`config.mk`:
```
export PLATFORM = sky130hd
export DESIGN_NAME = psc_sq64
export DESIGN_NICKNAME = d
export VERILOG_FILES = /design/src/hw/rtl/psc_pkg.sv /design/src/hw/rtl/psc_sq64.sv
export SDC_FILE = /design/constraint.sdc
export NUM_CORES = 2
export LEC_CHECK = 0
export BUFFER_PORTS_ARGS = -buffer_cell sky130_fd_sc_hd__buf_2
export CAP_MARGIN = 10
export CORE_ASPECT_RATIO = 1.1
export CORE_MARGIN = 4
export CORE_UTILIZATION = 35
export DETAILED_ROUTE_END_ITERATION = 10
export GPL_TIMING_DRIVEN = 0
export SLEW_MARGIN = 5
export SYNTH_ARGS = -nofsm -noshare
export SYNTH_HDL_FRONTEND = slang
export SYNTH_SLANG_ARGS = --single-unit
```
`constraint.sdc`:
```
create_clock -name i_clk -period 17.5 [get_ports i_clk]
set_clock_uncertainty 0.05 [all_clocks]
set_input_delay 1.75 -clock i_clk [delete_from_list [all_inputs] [get_ports i_clk]]
set_output_delay 1.75 -clock i_clk [all_outputs]
set_load 0.01 [all_outputs]
```
`src/hw/rtl/psc_pkg.sv`:
```
package psc_pkg;

    typedef logic [63:0] t_word;

    // Configuration register indexes.
    localparam int unsigned CfgIdxW = 4;
    localparam logic [CfgIdxW-1:0] CFG_CAL_P1    = 4'd0;
    localparam logic [CfgIdxW-1:0] CFG_CAL_P2    = 4'd1;
    localparam logic [CfgIdxW-1:0] CFG_CAL_P3    = 4'd2;
    localparam logic [CfgIdxW-1:0] CFG_CAL_P4    = 4'd3;
    localparam logic [CfgIdxW-1:0] CFG_CAL_P5    = 4'd4;
    localparam logic [CfgIdxW-1:0] CFG_CAL_P6    = 4'd5;
    localparam logic [CfgIdxW-1:0] CFG_CAL_P7    = 4'd6;
    localparam logic [CfgIdxW-1:0] CFG_CAL_P8_P9 = 4'd7;

    // Divider iterations, one quotient bit each.
    localparam int unsigned DivStages = 64;
    // Register stages from input to output register.
    localparam int unsigned Latency = 83;

    localparam logic signed [21:0] TEMP_OFFSET = 22'sd128000;
    localparam t_word OFFSET_TERM  = 64'h0000_8000_0000_0000;
    localparam t_word FULL_SCALE   = 64'd1048576;
    localparam logic signed [16:0] SCALE_3125 = 17'sd3125;

    // Signed division by 2^k that truncates toward zero.
    function automatic t_word f_sdiv_pow2(input t_word v, input int unsigned k);
        t_word bias;
        t_word sum;
        bias = v[63] ? ((64'd1 << k) - 64'd1) : 64'd0;
        sum  = v + bias;
        return $unsigned($signed(sum) >>> k);
    endfunction

endpackage

```
`src/hw/rtl/psc_sq64.sv`:
```
// Square modulo 2^64 of a 64-bit word, two stages.
module psc_sq64 (
    input  logic           i_clk,
    input  logic           i_en,
    input  psc_pkg::t_word i_x,
    output psc_pkg::t_word o_p
);
    logic [63:0]    n_ll;
    logic [63:0]    n_hl;
    logic [63:0]    r_ll;
    logic [30:0]    r_hl;
    psc_pkg::t_word r_p;

    assign n_ll = i_x[31:0] * i_x[31:0];
    assign n_hl = i_x[63:32] * i_x[31:0];

    always_ff @(posedge i_clk) begin
        if (i_en) begin
            r_ll <= n_ll;
            r_hl <= n_hl[30:0];
            // The cross term appears twice, hence the shift by 33.
            r_p  <= r_ll + {r_hl, 33'd0};
        end
    end

    assign o_p = r_p;
endmodule

```
==> out/qor.yml <==
status:
  status: "complete, no violations"
floorplanning:
  initial_core_util_pct: 35.4
  rows: 145
  io_pins: 130
  coreArea_um2: 143000
  dieHeight_um: 406
  die_w_um: 370
  die-area_um2: 150000
timing:
  whs_ps: 362
  setup_tns_ps: 0
  max_freq_mhz: 81.2
  relSlewSlack_pct: 8.34
  period_share_pct: 70.3
  slew_viol_final: 0
  tightest_slew_ps: 1370
  finalWorstPathRequiredPeriod_ps: 12310
  setup_viol: 0
  hold_viol: 0
  grt_setup_unrepaired: "no"
routing:
  ant_nets: 0
  wire_per_inst_um: 23.3
  vias: 37200
  viasPerCell: 5.03
  firstDrtPassIters: 6
  drt_iter0_markers: 3004
  drt-total-wl_um: 172000
  drc_errors: 0
cts:
  path_clk_slew_ps: 80
  postCtsSetupBuffers: 0
  tritoncts: "built"
  postCtsHoldBufs: 0
  htreeDepth: 4
  clk_latency_ps: 480
  cts_buffers: 17
  cts_root_buffer: "clkbuf_16"
  cts.path.max_buffers: 2
  ctsResizeCount: 0
  cts.sink_count: 157
grt:
  grt-ovfl-total: 0
  grt_usage_pct: 23.2
  grt_pass1_vias: 39800
  grt_pass1_wl_um: 254000
  antenna_found_initial: 28
  grt_max_degree: 86
logic_synthesis:
  synth_edf_count: 157
  syn_inst: 5307
  ys.flop_type: "edfxtp_1"
  synth-seq-area-share_pct: 9.34
  synthesis.nets: 6995
  synth-async-reset-ratio_pct: 0
  netlist_area_um2: 50500
  postSynthAreaPerCell_um2: 9.51
  ys_types: 83
  ys_warn_count: 0
  synth_seq_cells: 157
cells_and_area:
  final_cell_mix: "1458 x inv_1, 1174 x fa_1, 681 x nand2_1, 448 x ha_1, 347 x and2_1"
  final_nets: 7128
  area_growth_pct: 7.30
  final_common_cell: "inv_1"
  drive_gt1_share_pct: 3.58
worst_setup_path:
  cpMostUsedCell: "fa_1"
  crit_arrival_ps: 12470
  cp-start-kind: "input port"
  critPathCaptureType: "register"
  path_max_fanout: 10
  critPathMaxStageDelay_ps: 1040
  slowest_stage: "a211oi_1"
  crit_type: "in2reg"
  cp.required_ps: 17670
hold_path:
  hp-class: "reg2reg"
placed_design:
  globalplace.congestion: 0.978
  portBuffers: 112
  hpwl_um: 146000
flow_run:
  maxCapViolCount: 0
==> final timing paths <==
kind	from	end	slack, ps	depth (start not counted)
min reg2reg	r_ll[28]	o_p[28]	360	0
min	r_ll[28]	o_p[28]	360	0
max reg2reg	r_ll[33]	o_p[63]	13830	12
max	i_x[4]	r_ll[56]	5190	28
==> kinds of logic (layout without fill, tap and decap cells) <==
family,after synthesis,in the layout,synth area share (%)
AND/OR/NAND/NOR,1253,1253,11.7
adder cells (fa/ha/maj),1622,1622,57.7
buffers and inverters,1686,1832,12.6
AO/OA/AOI/OAI,376,376,4.98
other,1,26,0.00743
flip-flops,157,157,9.34
XOR/XNOR,208,208,3.61
multiplexers,4,4,0.0818
==> final cells by class <==
class / instances / area [um2]
multi-input combinational: 3464 / 39400
timing repair buffer: 114 / 609
fill: 14600 / 88500
antenna: 25 / 62.6
clock buffer: 17 / 425
inverter: 1459 / 5480
tap: 1911 / 2390
clock inverter: 15 / 193
buffer: 227 / 868
sequential: 157 / 4710
==> registers in the layout (all words and copies together), names as in the netlist <==
register  count
o_p          63
r_ll         63
r_hl         31
==> stage by stage <==
stage	cells	utilization, %	worst slack, ps	area (um2)
after global routing	7381	37.9	5080	54100
after CTS	7364	37.9	5490	54100
after detailed placement	7332	37.5	4960	53500
after global placement	7330	37.4	4600	53400
final	7389	38.0	5190	54100
after floorplan	5307	-	8370	50500
==> critical path: cells and delay by family <==
kind	cells	cell delay (ps)
compound gates	7	2810
fa+ha+maj	9	4060
buf+inv	8	2900
mux	1	140
simple gates	3	770
==> metal layers <==
metal	vias to the layer above	track usage [%]	wire length (um)
met2	1607	37.4	79400
met5	-	0	36
met3	469	4.67	13700
li1	15900	-	-
met1	19200	28.1	64900
met4	6	15.6	13900
==> synth_stat cells, types with 3 or more instances <==
master	n	area, um2
a41o_1	3	30.0
xnor2_1	142	1240
clkbuf_1	212	796
inv_1	1458	5470
nand2_1	681	2560
and2_1	347	2170
a221oi_1	4	35.0
nand2b_1	5	31.3
a41oi_1	4	35.0
o21a_1	20	150
or2_2	9	56.3
a211oi_1	12	90.1
nand4b_1	3	26.3
a21oi_1	121	606
fa_1	1174	23500
nor3_1	21	105
a31oi_1	15	93.8
nand3_1	29	145
o21ai_1	3	15.0
o211ai_1	10	75.1
o22ai_1	3	18.8
nand4_1	16	100
buf_1	9	33.8
o21ai_0	58	290
nor4_1	5	31.3
a21o_1	45	338
mux2i_1	3	30.0
a31o_2	14	123
nor2_1	90	338
and3_1	11	68.8
o21bai_1	25	188
edfxtp_1	157	4710
ha_1	448	5610
nor2b_1	21	131
buf_2	3	15.0
xor2_1	66	578
Power is not shown: default switching activity piles up to over one toggle a cycle in this logic, so the estimate is an artifact.
