$ cat config.mk
export PLATFORM = sky130hd
export DESIGN_NAME = psc_mul64
export DESIGN_NICKNAME = d
export VERILOG_FILES = /design/src/hw/rtl/psc_pkg.sv /design/src/hw/rtl/psc_mul64.sv
export SDC_FILE = /design/constraint.sdc
export NUM_CORES = 2
export LEC_CHECK = 0
export BUFFER_PORTS_ARGS = -buffer_cell sky130_fd_sc_hd__clkbuf_2
export CAP_MARGIN = 20
export CORE_ASPECT_RATIO = 0.8
export CORE_MARGIN = 5
export CORE_UTILIZATION = 65
export CTS_CLUSTER_SIZE = 10
export DETAILED_ROUTE_END_ITERATION = 10
export PLACE_DENSITY = 0.83
export RECOVER_POWER = 25
export SLEW_MARGIN = 20
export SYNTH_ARGS = -nofsm -noshare
export SYNTH_HDL_FRONTEND = slang
export SYNTH_SLANG_ARGS = --single-unit
$ cat constraint.sdc
create_clock -name i_clk -period 12.4 [get_ports i_clk]
set_clock_uncertainty 0.05 [all_clocks]
set_input_delay 1.86 -clock i_clk [delete_from_list [all_inputs] [get_ports i_clk]]
set_output_delay 1.86 -clock i_clk [all_outputs]
set_load 0.05 [all_outputs]
$ cat src/hw/rtl/psc_pkg.sv
package psc_pkg;

    typedef logic [63:0] t_word;

    // Configuration register indexes.
    localparam int unsigned CfgIdxW = 4;
    localparam logic [CfgIdxW-1:0] CFG_CAL_P1    = 4'd0;
    localparam logic [CfgIdxW-1:0] CFG_CAL_P2    = 4'd1;
    localparam logic [CfgIdxW-1:0] CFG_CAL_P3    = 4'd2;
    localparam logic [CfgIdxW-1:0] CFG_CAL_P4    = 4'd3;
    localparam logic [CfgIdxW-1:0] CFG_CAL_P5    = 4'd4;
    localparam logic [CfgIdxW-1:0] CFG_CAL_P6    = 4'd5;
    localparam logic [CfgIdxW-1:0] CFG_CAL_P7    = 4'd6;
    localparam logic [CfgIdxW-1:0] CFG_CAL_P8_P9 = 4'd7;

    // Divider iterations, one quotient bit each.
    localparam int unsigned DivStages = 64;
    // Register stages from input to output register.
    localparam int unsigned Latency = 83;

    localparam logic signed [21:0] TEMP_OFFSET = 22'sd128000;
    localparam t_word OFFSET_TERM  = 64'h0000_8000_0000_0000;
    localparam t_word FULL_SCALE   = 64'd1048576;
    localparam logic signed [16:0] SCALE_3125 = 17'sd3125;

    // Signed division by 2^k that truncates toward zero.
    function automatic t_word f_sdiv_pow2(input t_word v, input int unsigned k);
        t_word bias;
        t_word sum;
        bias = v[63] ? ((64'd1 << k) - 64'd1) : 64'd0;
        sum  = v + bias;
        return $unsigned($signed(sum) >>> k);
    endfunction

endpackage

$ cat src/hw/rtl/psc_mul64.sv
// Product modulo 2^64 of a 64-bit word and a 17-bit signed factor, two stages.
module psc_mul64 (
    input  logic                i_clk,
    input  logic                i_en,
    input  psc_pkg::t_word      i_x,
    input  logic signed [16:0]  i_y,
    output psc_pkg::t_word      o_p
);
    logic signed [32:0] w_lo;
    logic signed [31:0] w_hi;
    logic signed [49:0] n_lo;
    logic signed [48:0] n_hi;
    logic signed [49:0] r_lo;
    logic [31:0]        r_hi;
    psc_pkg::t_word     r_p;

    assign w_lo = $signed({1'b0, i_x[31:0]});
    assign w_hi = $signed(i_x[63:32]);
    assign n_lo = w_lo * i_y;
    assign n_hi = w_hi * i_y;

    always_ff @(posedge i_clk) begin
        if (i_en) begin
            r_lo <= n_lo;
            r_hi <= n_hi[31:0];
            r_p  <= {{14{r_lo[49]}}, r_lo} + {r_hi, 32'd0};
        end
    end

    assign o_p = r_p;
endmodule

==> summary.txt <==
global route total overflow = 0
synth top area cells = fa_1, edfxtp_1, ha_1
width of the die = 271.6 um
TritonCTS clock tree = done
most frequent cell after synthesis = inv_1
upper clock frequency limit = 0.1113 GHz
count of TritonRoute iterations in the first routing pass = 7
failing checks = capacitance limit, slew limit
cells on worst reg2reg path = 13
die extent in y = 219.3 um
synthesized netlist cell count = 3,760
clock latency on the worst-skew pair = 500 ps
critical path data required time = 12,600 ps
library cell used as clock root buffer = clkbuf_16
final period utilization = 72.49%
Worst Setup Path Type = input pin to flop
CTS HTree Levels = 4
Final min period = 8989 ps
total of endpoints with negative setup slack in the final report = 0
number of cells upsized or downsized after cts = 0
total of fill cells in the finished design = 4,025
Hold Crit Class = flop to flop
Worst slew margin = -197.4%
Area Growth Syn to Fin = 4.729%
Post-synth EDFFs = 146
setup repair after global routing missed its margin = no
effective utilization at floorplan = 65.88%
Final Hold Viols = 0
run status = complete, but fails checks
Residual DRC = 0
Placer Congestion = 0.9133
number of standard-cell rows in the floorplan = 76
Syn Area/Cell = 9.464 sq um
count of buffers added by post-CTS timing repair for setup = 0
average via count per standard cell = 5.671
total area of sequential cells = 0.004384 sq mm
routed vias = 25,480
post-synth top area cell = fa_1
CP endpoint kind = flop
Total Nets Final = 4,914
hold buffers post-CTS = 0
half-perimeter wire length of the detailed placement result = 64,690 um
final routed wire length divided by cell count = 18.66 um
number of global-route vias before repair = 27,530
max-capacitance violation count = 1
max-slew violation count = 82
setup TNS after final layout = 0 ps
number of ports placed on the die boundary = 147
clock sink count = 146
1st-iter DRT viols = 2,053
most used standard cells in the synthesized netlist = inv_1, fa_1, nand2_1
yosys synthesis warning count = 0
summed instance area of the synthesized netlist = 0.03558 sq mm
nature of the critical path startpoint = input pin
residual antenna-violating net count after detailed routing = 0
fraction of registers with async set or reset after synthesis = 0%
Post-Syn Nets = 4,896
wire length of the first global-routing pass = 140,400 um
area of combinational cells with multiple inputs = 0.02731 sq mm
Port Buf Inserts = 146
full die area = 0.05955 sq mm
flops & latches, synth = 146
cell depth of the worst hold path = 0
overall global routing resource usage = 29.69%
worst slew pin tran = 4461 ps
ratio of cells with drive above 1 in the final layout = 5.592%
largest fanout on the critical path = 33
predominant post-synthesis flop cell = edfxtp_1
sequential element share of the synthesized area = 12.32%
antenna violations before repair = 0
count of cell types in the netlist = 62
DRT Wirelength = 83,880 um
maximum buffer depth of the clock tree = 2
portion of synthesized cell area occupied by the leading cell type = 43.26%
Clock transition at path regs = 70 ps
largest net degree at the start of global routing = 82
TritonCTS buffer count = 17
worst hold-check slack = 361.8 ps
core area = 0.05401 sq mm
worst endpoint data arrival time = 9190 ps
final timing paths:
kind,slack (ps),to,start
worst max-delay path,3410,r_hi[30],i_y[2]
worst min-delay path,360,o_p[19],r_lo[19]
worst max register to register,8510,o_p[62],r_lo[32]
worst min register to register,360,o_p[19],r_lo[19]
registers in the layout, indices dropped and copies added (netlist names):
register	flops
r_lo	50
r_hi	32
o_p	64
cell families (layout without fill, tap and decap cells):
family | after synthesis | after routing | share of synthesized area (%)
xor+xnor | 126 | 126 | 3.101
flops | 146 | 146 | 12.32
buf+inv | 1034 | 1065 | 10.93
simple gates | 1138 | 1138 | 15.41
compound gates | 263 | 263 | 4.983
other cells | 0 | 1 | 0
fa+ha+maj | 1053 | 1053 | 53.25
layout by cell type, fill, tap and decap left out, types with 4 or more instances in the layout:
master and count:
nand2_1 564, o211ai_1 6, o21a_1 13, nand3_1 26
a21o_1 31, inv_8 4, nor2_1 76, nand4_1 6
nor3_1 8, edfxtp_1 146, inv_1 869, and3_1 11
ha_1 284, a31oi_1 9, o21ai_0 52, and2_1 390
o31a_1 4, nand2b_1 31, a21oi_1 75, o21bai_1 20
inv_6 7, buf_4 18, nor2b_1 14, xor2_1 26
clkbuf_2 145, a21boi_0 4, a211oi_1 15, xnor2_1 100
fa_1 769, clkbuf_16 17
area by class of cell:
type | instances | area share (%)
Timing Repair Buffer | 164 | 2.320
Antenna cell | 1 | 0.006715
Tap cell | 702 | 2.357
Sequential cell | 146 | 11.76
Multi-Input combinational cell | 2580 | 73.28
Clock buffer | 17 | 1.142
Clock inverter | 15 | 0.3760
Inverter | 869 | 8.753
per-stage QoR:
step	area [sq um]	util [%]	setup WS, ps	cells
final	37270	69.00	3411	4494
after global placement	36710	67.96	3411	4461
after global routing	37260	68.99	3126	4493
after floorplan	35580	-	4385	3760
after CTS	37270	69.00	3561	4493
after detailed placement	36710	67.96	3046	4461
worst max-delay path, cell delays in order:
cell and delay, ps:
clkbuf_2 650, buf_4 480, nand2_1 140, fa_1 560, inv_1 60, fa_1 530, inv_1 50, fa_1 490
inv_1 50, fa_1 530, inv_1 50, fa_1 470, inv_1 50, fa_1 440, ha_1 360, and3_1 220
a2111oi_0 580, nor2_1 120, a211oi_1 280, o21ai_0 320, a211oi_1 430, o21bai_1 130, a21oi_1 200, xnor2_1 80
routing by layer:
layer / vias up / wire length (um) / GRT usage (%)
met3: 191 / 9028 / 7.575
li1: 11190 / - / -
met4: 0 / 2237 / 9.000
met1: 12800 / 34670 / 41.77
met2: 1303 / 37950 / 46.31
met5: - / 0 / 0
Power is left out: the tool's default activity adds up to more than one toggle a clock period on the data nets, which glitch-free logic cannot reach.
